==> src/lcdt_pkg.sv <==
// ---------------------------------------------------------------------------
// LCD timing controller package
// Types, register offsets and reset values shared by the controller files.
// ---------------------------------------------------------------------------
`timescale 1ns / 1ps

package lcdt_pkg;

  // Item kinds carried on the input channel.
  typedef enum logic [1:0] {
    ACT_TICK  = 2'd0,
    ACT_READ  = 2'd1,
    ACT_WRITE = 2'd2,
    ACT_IDLE  = 2'd3
  } action_t;

  // Display phases, encoded as the status mode bits.
  typedef enum logic [1:0] {
    PH_HBLANK = 2'd0,
    PH_VBLANK = 2'd1,
    PH_OAM    = 2'd2,
    PH_VRAM   = 2'd3
  } phase_t;

  // Register offsets within the display register window.
  localparam logic [3:0] REG_CONTROL      = 4'd0;
  localparam logic [3:0] REG_STATUS       = 4'd1;
  localparam logic [3:0] REG_SCROLL_Y     = 4'd2;
  localparam logic [3:0] REG_SCROLL_X     = 4'd3;
  localparam logic [3:0] REG_LINE_COUNT   = 4'd4;
  localparam logic [3:0] REG_LINE_COMPARE = 4'd5;
  localparam logic [3:0] REG_BG_PALETTE   = 4'd7;
  localparam logic [3:0] REG_OBJ_PALETTE0 = 4'd8;
  localparam logic [3:0] REG_OBJ_PALETTE1 = 4'd9;
  localparam logic [3:0] REG_WINDOW_Y     = 4'd10;
  localparam logic [3:0] REG_WINDOW_X     = 4'd11;

  // Bit positions in the control and status registers.
  localparam int CTRL_DISPLAY_ON = 7;
  localparam int STAT_MATCH      = 2;
  localparam int STAT_HBLANK_IE  = 3;
  localparam int STAT_VBLANK_IE  = 4;
  localparam int STAT_OAM_IE     = 5;
  localparam int STAT_MATCH_IE   = 6;
  localparam int STAT_READ_ONE   = 7;

  // Reset values.
  localparam logic [7:0] CONTROL_RESET = 8'h91;
  localparam logic [7:0] STATUS_RESET  = 8'h85;
  localparam logic [7:0] BGP_RESET     = 8'hFC;
  localparam logic [7:0] OBP_RESET     = 8'hFF;
  localparam logic [7:0] UNMAPPED_READ = 8'hFF;

  // The phase clock saturates at its full scale.
  localparam logic [9:0] CLOCK_MAX = 10'h3FF;

  // Outcome of one tick, handed from the timing unit to the top level.
  typedef struct packed {
    logic [9:0] clock;
    logic [7:0] line;
    phase_t     phase;
    logic [7:0] status;
    logic       render;
    logic       vblank;
    logic       stat;
  } tick_res_t;

endpackage

==> src/lcdt_timing.sv <==
// ---------------------------------------------------------------------------
// LCD timing unit
// Combinational phase sequencer: advances the phase clock by one tick and
// makes at most one phase change, updating line counter and status bits.
// ---------------------------------------------------------------------------
`timescale 1ns / 1ps

module lcdt_timing
  import lcdt_pkg::*;
#(
  parameter int OAM_CYCLES    = 80,
  parameter int VRAM_CYCLES   = 172,
  parameter int HBLANK_CYCLES = 204,
  parameter int LINE_CYCLES   = 456,
  parameter int VISIBLE_LINES = 144,
  parameter int TOTAL_LINES   = 154
) (
  input  logic [9:0] phase_clock,
  input  phase_t     phase,
  input  logic [7:0] line_count,
  input  logic [7:0] line_compare,
  input  logic [7:0] status,
  input  logic [7:0] cycles,
  output tick_res_t  res
);

  localparam logic [9:0] OAM_LEN    = 10'(OAM_CYCLES);
  localparam logic [9:0] VRAM_LEN   = 10'(VRAM_CYCLES);
  localparam logic [9:0] HBLANK_LEN = 10'(HBLANK_CYCLES);
  localparam logic [9:0] LINE_LEN   = 10'(LINE_CYCLES);
  localparam logic [7:0] VIS_LINES  = 8'(VISIBLE_LINES);
  localparam logic [7:0] ALL_LINES  = 8'(TOTAL_LINES);

  logic [10:0] sum;
  logic [9:0]  clock_sat;
  logic [7:0]  line_inc;
  logic        match;

  always_comb begin
    // Saturating add of the elapsed cycles.
    sum       = {1'b0, phase_clock} + {3'b000, cycles};
    clock_sat = sum[10] ? CLOCK_MAX : sum[9:0];
    line_inc  = line_count + 8'd1;
    match     = 1'b0;

    res        = '0;
    res.clock  = clock_sat;
    res.line   = line_count;
    res.phase  = phase;
    res.status = status;

    // One phase step per tick.
    case (phase)
      PH_OAM: begin
        if (clock_sat >= OAM_LEN) begin
          res.clock            = clock_sat - OAM_LEN;
          res.phase            = PH_VRAM;
          res.status[1:0]      = PH_VRAM;
        end
      end
      PH_VRAM: begin
        if (clock_sat >= VRAM_LEN) begin
          res.clock            = clock_sat - VRAM_LEN;
          res.render           = 1'b1;
          res.phase            = PH_HBLANK;
          res.status[1:0]      = PH_HBLANK;
          res.stat             = status[STAT_HBLANK_IE];
        end
      end
      PH_HBLANK: begin
        if (clock_sat >= HBLANK_LEN) begin
          res.clock                = clock_sat - HBLANK_LEN;
          res.line                 = line_inc;
          match                    = (line_inc == line_compare);
          res.status[STAT_MATCH]   = match;
          if (line_inc >= VIS_LINES) begin
            res.phase       = PH_VBLANK;
            res.status[1:0] = PH_VBLANK;
            res.vblank      = 1'b1;
            res.stat        = (match && status[STAT_MATCH_IE]) || status[STAT_VBLANK_IE];
          end else begin
            res.phase       = PH_OAM;
            res.status[1:0] = PH_OAM;
            res.stat        = (match && status[STAT_MATCH_IE]) || status[STAT_OAM_IE];
          end
        end
      end
      default: begin
        // Vertical blank: whole lines until the frame wraps.
        if (clock_sat >= LINE_LEN) begin
          res.clock = clock_sat - LINE_LEN;
          if (line_inc >= ALL_LINES) begin
            res.line        = 8'd0;
            res.phase       = PH_OAM;
            res.status[1:0] = PH_OAM;
          end else begin
            res.line        = line_inc;
          end
          match                  = (res.line == line_compare);
          res.status[STAT_MATCH] = match;
          res.stat = (match && status[STAT_MATCH_IE]) ||
                     ((line_inc >= ALL_LINES) && status[STAT_OAM_IE]);
        end
      end
    endcase
  end

endmodule

==> src/lcd_mode_timing_controller.sv <==
// Pipeline: a transaction accepted into the input register moves on to the
// result register when that register is empty or being taken (out_ready).
// Throughput: one transaction per cycle while out_ready holds; the input and
// result registers are each refilled in the cycle they empty.
// Reset: rst is synchronous; it empties both registers and loads the display
// registers, line counter, phase clock and phase with their reset values.
// ---------------------------------------------------------------------------
// LCD mode timing controller
// Display register file and mode timing, one transaction per cycle unless stalled.
// ---------------------------------------------------------------------------
`timescale 1ns / 1ps

module lcd_mode_timing_controller
  import lcdt_pkg::*;
#(
  parameter int OAM_CYCLES    = 80,
  parameter int VRAM_CYCLES   = 172,
  parameter int HBLANK_CYCLES = 204,
  parameter int LINE_CYCLES   = 456,
  parameter int VISIBLE_LINES = 144,
  parameter int TOTAL_LINES   = 154
) (
  input  logic       clk,
  input  logic       rst,
  input  logic       in_valid,
  output logic       in_ready,
  input  logic [1:0] action,
  input  logic [7:0] cycles,
  input  logic [3:0] reg_offset,
  input  logic [7:0] write_value,
  output logic       out_valid,
  input  logic       out_ready,
  output logic [7:0] read_data,
  output logic       vblank_raise,
  output logic       stat_raise,
  output logic       render_line,
  output logic [7:0] line,
  output logic [1:0] phase
);

  // Input register.
  logic       item_valid;
  action_t    item_action;
  logic [7:0] item_cycles;
  logic [3:0] item_offset;
  logic [7:0] item_value;
  logic       advance;

  // Architectural state.
  logic [7:0] control, control_next;
  logic [7:0] status, status_next;
  logic [7:0] scroll_y, scroll_y_next;
  logic [7:0] scroll_x, scroll_x_next;
  logic [7:0] line_count, line_count_next;
  logic [7:0] line_compare, line_compare_next;
  logic [7:0] bg_palette, bg_palette_next;
  logic [7:0] obj_palette0, obj_palette0_next;
  logic [7:0] obj_palette1, obj_palette1_next;
  logic [7:0] window_y, window_y_next;
  logic [7:0] window_x, window_x_next;
  logic [9:0] phase_clock, phase_clock_next;
  phase_t     phase_reg, phase_reg_next;

  // Per-transaction results.
  logic [7:0] rd_next;
  logic       vb_next;
  logic       stat_next;
  logic       rl_next;
  logic       match;
  tick_res_t  tick;

  assign advance  = item_valid && (!out_valid || out_ready);
  assign in_ready = !item_valid || advance;

  // Input register.
  always_ff @(posedge clk) begin
    if (rst) begin
      item_valid <= 1'b0;
    end else if (in_ready) begin
      item_valid <= in_valid;
    end
    if (in_valid && in_ready) begin
      item_action <= action_t'(action);
      item_cycles <= cycles;
      item_offset <= reg_offset;
      item_value  <= write_value;
    end
  end

  // Phase sequencer for ticks.
  lcdt_timing #(
    .OAM_CYCLES    (OAM_CYCLES),
    .VRAM_CYCLES   (VRAM_CYCLES),
    .HBLANK_CYCLES (HBLANK_CYCLES),
    .LINE_CYCLES   (LINE_CYCLES),
    .VISIBLE_LINES (VISIBLE_LINES),
    .TOTAL_LINES   (TOTAL_LINES)
  ) u_timing (
    .phase_clock  (phase_clock),
    .phase        (phase_reg),
    .line_count   (line_count),
    .line_compare (line_compare),
    .status       (status),
    .cycles       (item_cycles),
    .res          (tick)
  );

  // Next state and results for the transaction in the input register.
  always_comb begin
    control_next      = control;
    status_next       = status;
    scroll_y_next     = scroll_y;
    scroll_x_next     = scroll_x;
    line_count_next   = line_count;
    line_compare_next = line_compare;
    bg_palette_next   = bg_palette;
    obj_palette0_next = obj_palette0;
    obj_palette1_next = obj_palette1;
    window_y_next     = window_y;
    window_x_next     = window_x;
    phase_clock_next  = phase_clock;
    phase_reg_next    = phase_reg;
    rd_next           = 8'd0;
    vb_next           = 1'b0;
    stat_next         = 1'b0;
    rl_next           = 1'b0;
    match             = (line_count == item_value);

    case (item_action)
      ACT_TICK: begin
        if (control[CTRL_DISPLAY_ON]) begin
          phase_clock_next = tick.clock;
          line_count_next  = tick.line;
          phase_reg_next   = tick.phase;
          status_next      = tick.status;
          rl_next          = tick.render;
          vb_next          = tick.vblank;
          stat_next        = tick.stat;
        end
      end
      ACT_READ: begin
        case (item_offset)
          REG_CONTROL:      rd_next = control;
          REG_STATUS:       rd_next = status | (8'd1 << STAT_READ_ONE);
          REG_SCROLL_Y:     rd_next = scroll_y;
          REG_SCROLL_X:     rd_next = scroll_x;
          REG_LINE_COUNT:   rd_next = line_count;
          REG_LINE_COMPARE: rd_next = line_compare;
          REG_BG_PALETTE:   rd_next = bg_palette;
          REG_OBJ_PALETTE0: rd_next = obj_palette0;
          REG_OBJ_PALETTE1: rd_next = obj_palette1;
          REG_WINDOW_Y:     rd_next = window_y;
          REG_WINDOW_X:     rd_next = window_x;
          default:          rd_next = UNMAPPED_READ;
        endcase
      end
      ACT_WRITE: begin
        case (item_offset)
          REG_CONTROL: begin
            // Turning the display off parks the timing in horizontal blank.
            if (control[CTRL_DISPLAY_ON] && !item_value[CTRL_DISPLAY_ON]) begin
              line_count_next  = 8'd0;
              phase_clock_next = 10'd0;
              phase_reg_next   = PH_HBLANK;
              status_next[1:0] = PH_HBLANK;
            end
            control_next = item_value;
          end
          REG_STATUS: begin
            status_next = {status[7], item_value[6:3], status[2:0]};
          end
          REG_SCROLL_Y:     scroll_y_next = item_value;
          REG_SCROLL_X:     scroll_x_next = item_value;
          REG_LINE_COMPARE: begin
            line_compare_next       = item_value;
            status_next[STAT_MATCH] = match;
            stat_next               = match && status[STAT_MATCH_IE];
          end
          REG_BG_PALETTE:   bg_palette_next = item_value;
          REG_OBJ_PALETTE0: obj_palette0_next = item_value;
          REG_OBJ_PALETTE1: obj_palette1_next = item_value;
          REG_WINDOW_Y:     window_y_next = item_value;
          REG_WINDOW_X:     window_x_next = item_value;
          default: begin
          end
        endcase
      end
      default: begin
      end
    endcase
  end

  // State registers, updated once per processed transaction.
  always_ff @(posedge clk) begin
    if (rst) begin
      control      <= CONTROL_RESET;
      status       <= STATUS_RESET;
      scroll_y     <= 8'd0;
      scroll_x     <= 8'd0;
      line_count   <= 8'd0;
      line_compare <= 8'd0;
      bg_palette   <= BGP_RESET;
      obj_palette0 <= OBP_RESET;
      obj_palette1 <= OBP_RESET;
      window_y     <= 8'd0;
      window_x     <= 8'd0;
      phase_clock  <= 10'd0;
      phase_reg    <= PH_OAM;
    end else if (advance) begin
      control      <= control_next;
      status       <= status_next;
      scroll_y     <= scroll_y_next;
      scroll_x     <= scroll_x_next;
      line_count   <= line_count_next;
      line_compare <= line_compare_next;
      bg_palette   <= bg_palette_next;
      obj_palette0 <= obj_palette0_next;
      obj_palette1 <= obj_palette1_next;
      window_y     <= window_y_next;
      window_x     <= window_x_next;
      phase_clock  <= phase_clock_next;
      phase_reg    <= phase_reg_next;
    end
  end

  // Result register.
  always_ff @(posedge clk) begin
    if (rst) begin
      out_valid <= 1'b0;
    end else if (advance) begin
      out_valid <= 1'b1;
    end else if (out_ready) begin
      out_valid <= 1'b0;
    end
    if (advance) begin
      read_data    <= rd_next;
      vblank_raise <= vb_next;
      stat_raise   <= stat_next;
      render_line  <= rl_next;
      line         <= line_count_next;
      phase        <= phase_reg_next;
    end
  end

endmodule

==> config.mk <==
export PLATFORM = sky130hd
export DESIGN_NAME = lcd_mode_timing_controller
export DESIGN_NICKNAME = d
export VERILOG_FILES = /design/src/lcdt_pkg.sv /design/src/lcdt_timing.sv /design/src/lcd_mode_timing_controller.sv
export SDC_FILE = /design/constraint.sdc
export NUM_CORES = 1
export LEC_CHECK = 0
export ABC_AREA = 1
export BUFFER_PORTS_ARGS = -buffer_cell sky130_fd_sc_hd__buf_2
export CORE_ASPECT_RATIO = 1.1
export CORE_MARGIN = 1
export CORE_UTILIZATION = 40
export DETAILED_ROUTE_END_ITERATION = 16
export MAX_ROUTING_LAYER = met4
export SYNTH_ARGS = -nofsm -noshare
export SYNTH_HDL_FRONTEND = slang
export SYNTH_SLANG_ARGS = --single-unit
==> constraint.sdc <==
create_clock -name clk -period 4 [get_ports clk]
set_input_delay 0.6 -clock clk [delete_from_list [all_inputs] [get_ports clk]]
set_output_delay 0.6 -clock clk [all_outputs]
set_load 0.03 [all_outputs]
==> flow_metrics.env <==
export IMPL_synthesis_nets=1287
export IMPL_r2r_setup_slack_ns=0.38
export IMPL_nNetsFinal=1318
export IMPL_drtAntennaViolNets=0
export IMPL_grt_pass1_wl_um=41000
export IMPL_worstSkewPairLatency_ns=0.44
export IMPL_startpoint_type="flop"
export IMPL_synth_top_area_share_pct=23.6
export IMPL_cp_required_ns=4.19
export IMPL_drive_gt1_share_pct=10.3
export IMPL_yosys_register_bits=144
export IMPL_drt_iter0_drc=763
export IMPL_post_cts_setup_buffer_count=0
export IMPL_finalHoldViolations=0
export IMPL_grt_setup_unrepaired="false"
export IMPL_viasPerCell=5.23
export IMPL_drt_pass1_iterations=6
export IMPL_crit_fanout=25
export IMPL_largest_reg_flops=10
export IMPL_clockRootBuffer="clkbuf_16"
export IMPL_arrival_ns=3.81
export IMPL_wl_per_cell_um=16.3
export IMPL_finalPower_mw=3.82
export IMPL_yosys_area_top_type="dfxtp_1"
export IMPL_yosysUniqueCellTypes=48
export IMPL_max_clock_path_buffers=2
export IMPL_ys_seq_area_share_pct=38.6
export IMPL_place_gp_congestion=0.930
export IMPL_ys_async_sr_fraction_pct=0
export IMPL_final_period_utilization_pct=90.6
export IMPL_cts_buffers=17
export IMPL_fin_tns_setup_ns=0
export IMPL_vias=8214
export IMPL_leakage_nw=4.46
export IMPL_slew_viol_final=0
export IMPL_finalNonFillerCells=1572
export IMPL_largest_register="phase_clock"
export IMPL_critPathLaunch="phase_clock[0]"
export IMPL_syn_inst=1243
export IMPL_irDropWorstVdd_v=0.000286
export IMPL_postRouteWirelength_um=25600
export IMPL_cts_resized=0
export IMPL_final_cell_mix="nand2_1, inv_1, nor2_1"
export IMPL_setup_violations=0
export IMPL_placed_cell_area_mm2=0.00903
export IMPL_layout_commonest_cell="nand2_1"
export IMPL_drv_cap=0
export IMPL_fmax_ghz=0.276
export IMPL_cp_end_kind="flop"
export IMPL_grt_pass1_vias=7530
export IMPL_fin_skew_ns=0.0213
export IMPL_final_area_mm2=0.00964
export IMPL_path_clk_slew_ns=0.07
export IMPL_hold_path_startpoint="cycles[7]"
export IMPL_fin_crit_ns=3.62
export IMPL_die_w_um=142
export IMPL_cts_tree="done"
export IMPL_synth_avg_cell_area_um2=6.90
export IMPL_rr_startpoint="phase_clock[0]"
export IMPL_dp_cells=1540
export IMPL_synth_area_mm2=0.00858
export IMPL_overflow=0
export IMPL_power_density_mw_per_mm2=396
export IMPL_antenna_found_initial=0
export IMPL_dp_hpwl_um=18700
export IMPL_yosysWarnings=0
export IMPL_grt_total_usage_pct=24.9
export IMPL_drc=0
export IMPL_synth_edf_count=43
export IMPL_ys_top_cells_by_area="dfxtp_1, edfxtp_1, nand2_1"
export IMPL_core_mm2=0.0208
export IMPL_critPathKind="reg2reg"
export IMPL_htreeDepth=4
export IMPL_antenna_cells=0
export IMPL_worst_pin_slew_ns=0.968
export IMPL_synthFlopType="dfxtp_1"
export IMPL_ctsHoldBuffers=0
export IMPL_port_buffers=48
export IMPL_relSlewSlack_pct=35.2
export IMPL_status="complete, no violations"
export IMPL_min_path_type="in2reg"
export IMPL_start_util_pct=41.3
export IMPL_dieArea_mm2=0.0220
export IMPL_fp_dieH_um=156
export IMPL_num_io_pins=49
export IMPL_cts_sinks=144
export IMPL_grt_max_degree=50
export IMPL_area_growth_syn_to_layout_pct=12.4
export IMPL_fp_row_count=55
==> logic make-up (layout without fill, tap and decap cells) <==
group,after synthesis,in the layout,synth area share [%]
AO/OA/AOI/OAI,223,223,15.2
XOR/XNOR,17,17,1.74
adder cells (fa/ha/maj),18,18,2.71
buffers and inverters,211,255,9.83
flip-flops,144,144,38.6
AND/OR/NAND/NOR,630,630,31.9
==> worst paths after layout <==
path                                       end  depth (start not counted)
worst max-delay path                stat_raise                         21
worst min-delay path            item_cycles[7]                          1
worst max register to register      stat_raise                         21
worst min register to register     window_y[0]                          2
==> stage by stage <==
| step | hold slack (ns) | worst slack, ns | utilization, % |
|---|---|---|---|
| after floorplan | 0.429 | 0.877 | - |
| final | 0.328 | 0.378 | 46.4 |
| after CTS | 0.322 | 0.420 | 46.4 |
| after global placement | 0.442 | 0.502 | 43.5 |
| after detailed placement | 0.447 | 0.424 | 43.5 |
| after global routing | 0.319 | 0.102 | 46.4 |
==> worst max-delay path, stage by stage (launching register included) <==
cell and delay (ns):
dfxtp_1 0.34, ha_1 0.18, inv_1 0.06, fa_1 0.40
inv_1 0.07, nand3_1 0.09, nand2_2 0.11, nand2_2 0.06
nand2_2 0.07, nand2_2 0.20, inv_1 0.22, nor2_4 0.08
ha_1 0.21, nand2_1 0.08, nand2_2 0.11, nand2_4 0.15
nand3_4 0.29, nand2_1 0.28, o21ai_0 0.10, o21bai_1 0.17
nand2_1 0.06, nand2_1 0.04
==> report_power, final <==
| part | total (mW) | internal [mW] | switching (mW) |
|---|---|---|---|
| logic | 0.564 | 0.174 | 0.390 |
| registers | 1.60 | 1.55 | 0.0525 |
| clock network | 1.66 | 0.992 | 0.664 |
| total | 3.82 | 2.71 | 1.11 |
==> cell type report <==
cell class	instances	area, um^2
Tap cell	285	357
Timing Repair Buffer	60	330
Multi-Input combinational cell	888	4420
Fill cell	2212	11100
Sequential cell	144	3310
Inverter	163	612
Clock buffer	18	429
Clock inverter	14	176
==> synthesized netlist by cell type (3+ instances only) <==
library cell / number
a21oi_1: 79
buf_2: 12
clkbuf_1: 29
clkinv_1: 8
dfxtp_1: 101
edfxtp_1: 43
ha_1: 17
inv_1: 151
inv_2: 4
nand2_1: 344
nand2_2: 13
nand2_4: 3
nand3_1: 97
nand3_2: 4
nand3_4: 3
nand3b_1: 4
nand4_1: 28
nor2_1: 118
nor2_2: 4
nor3_1: 6
o2111ai_1: 7
o211ai_1: 22
o21ai_0: 72
o21ai_1: 10
o221ai_1: 6
o22ai_1: 5
o41ai_1: 6
or2_2: 3
xnor2_1: 4
xor2_1: 13
==> per-layer routing <==
metal  vias up  track usage (%)  routed length [um]  part of all wire, %
li1       4158                -                   -                    -
met1      3771             31.7               11700                   46
met2       233             40.1               12100                   47
met3        52             3.25                1120                  4.4
met4         0             9.32                 663                  2.6
met5         -                -                   0                    0
(Power assumes the default switching activity.)
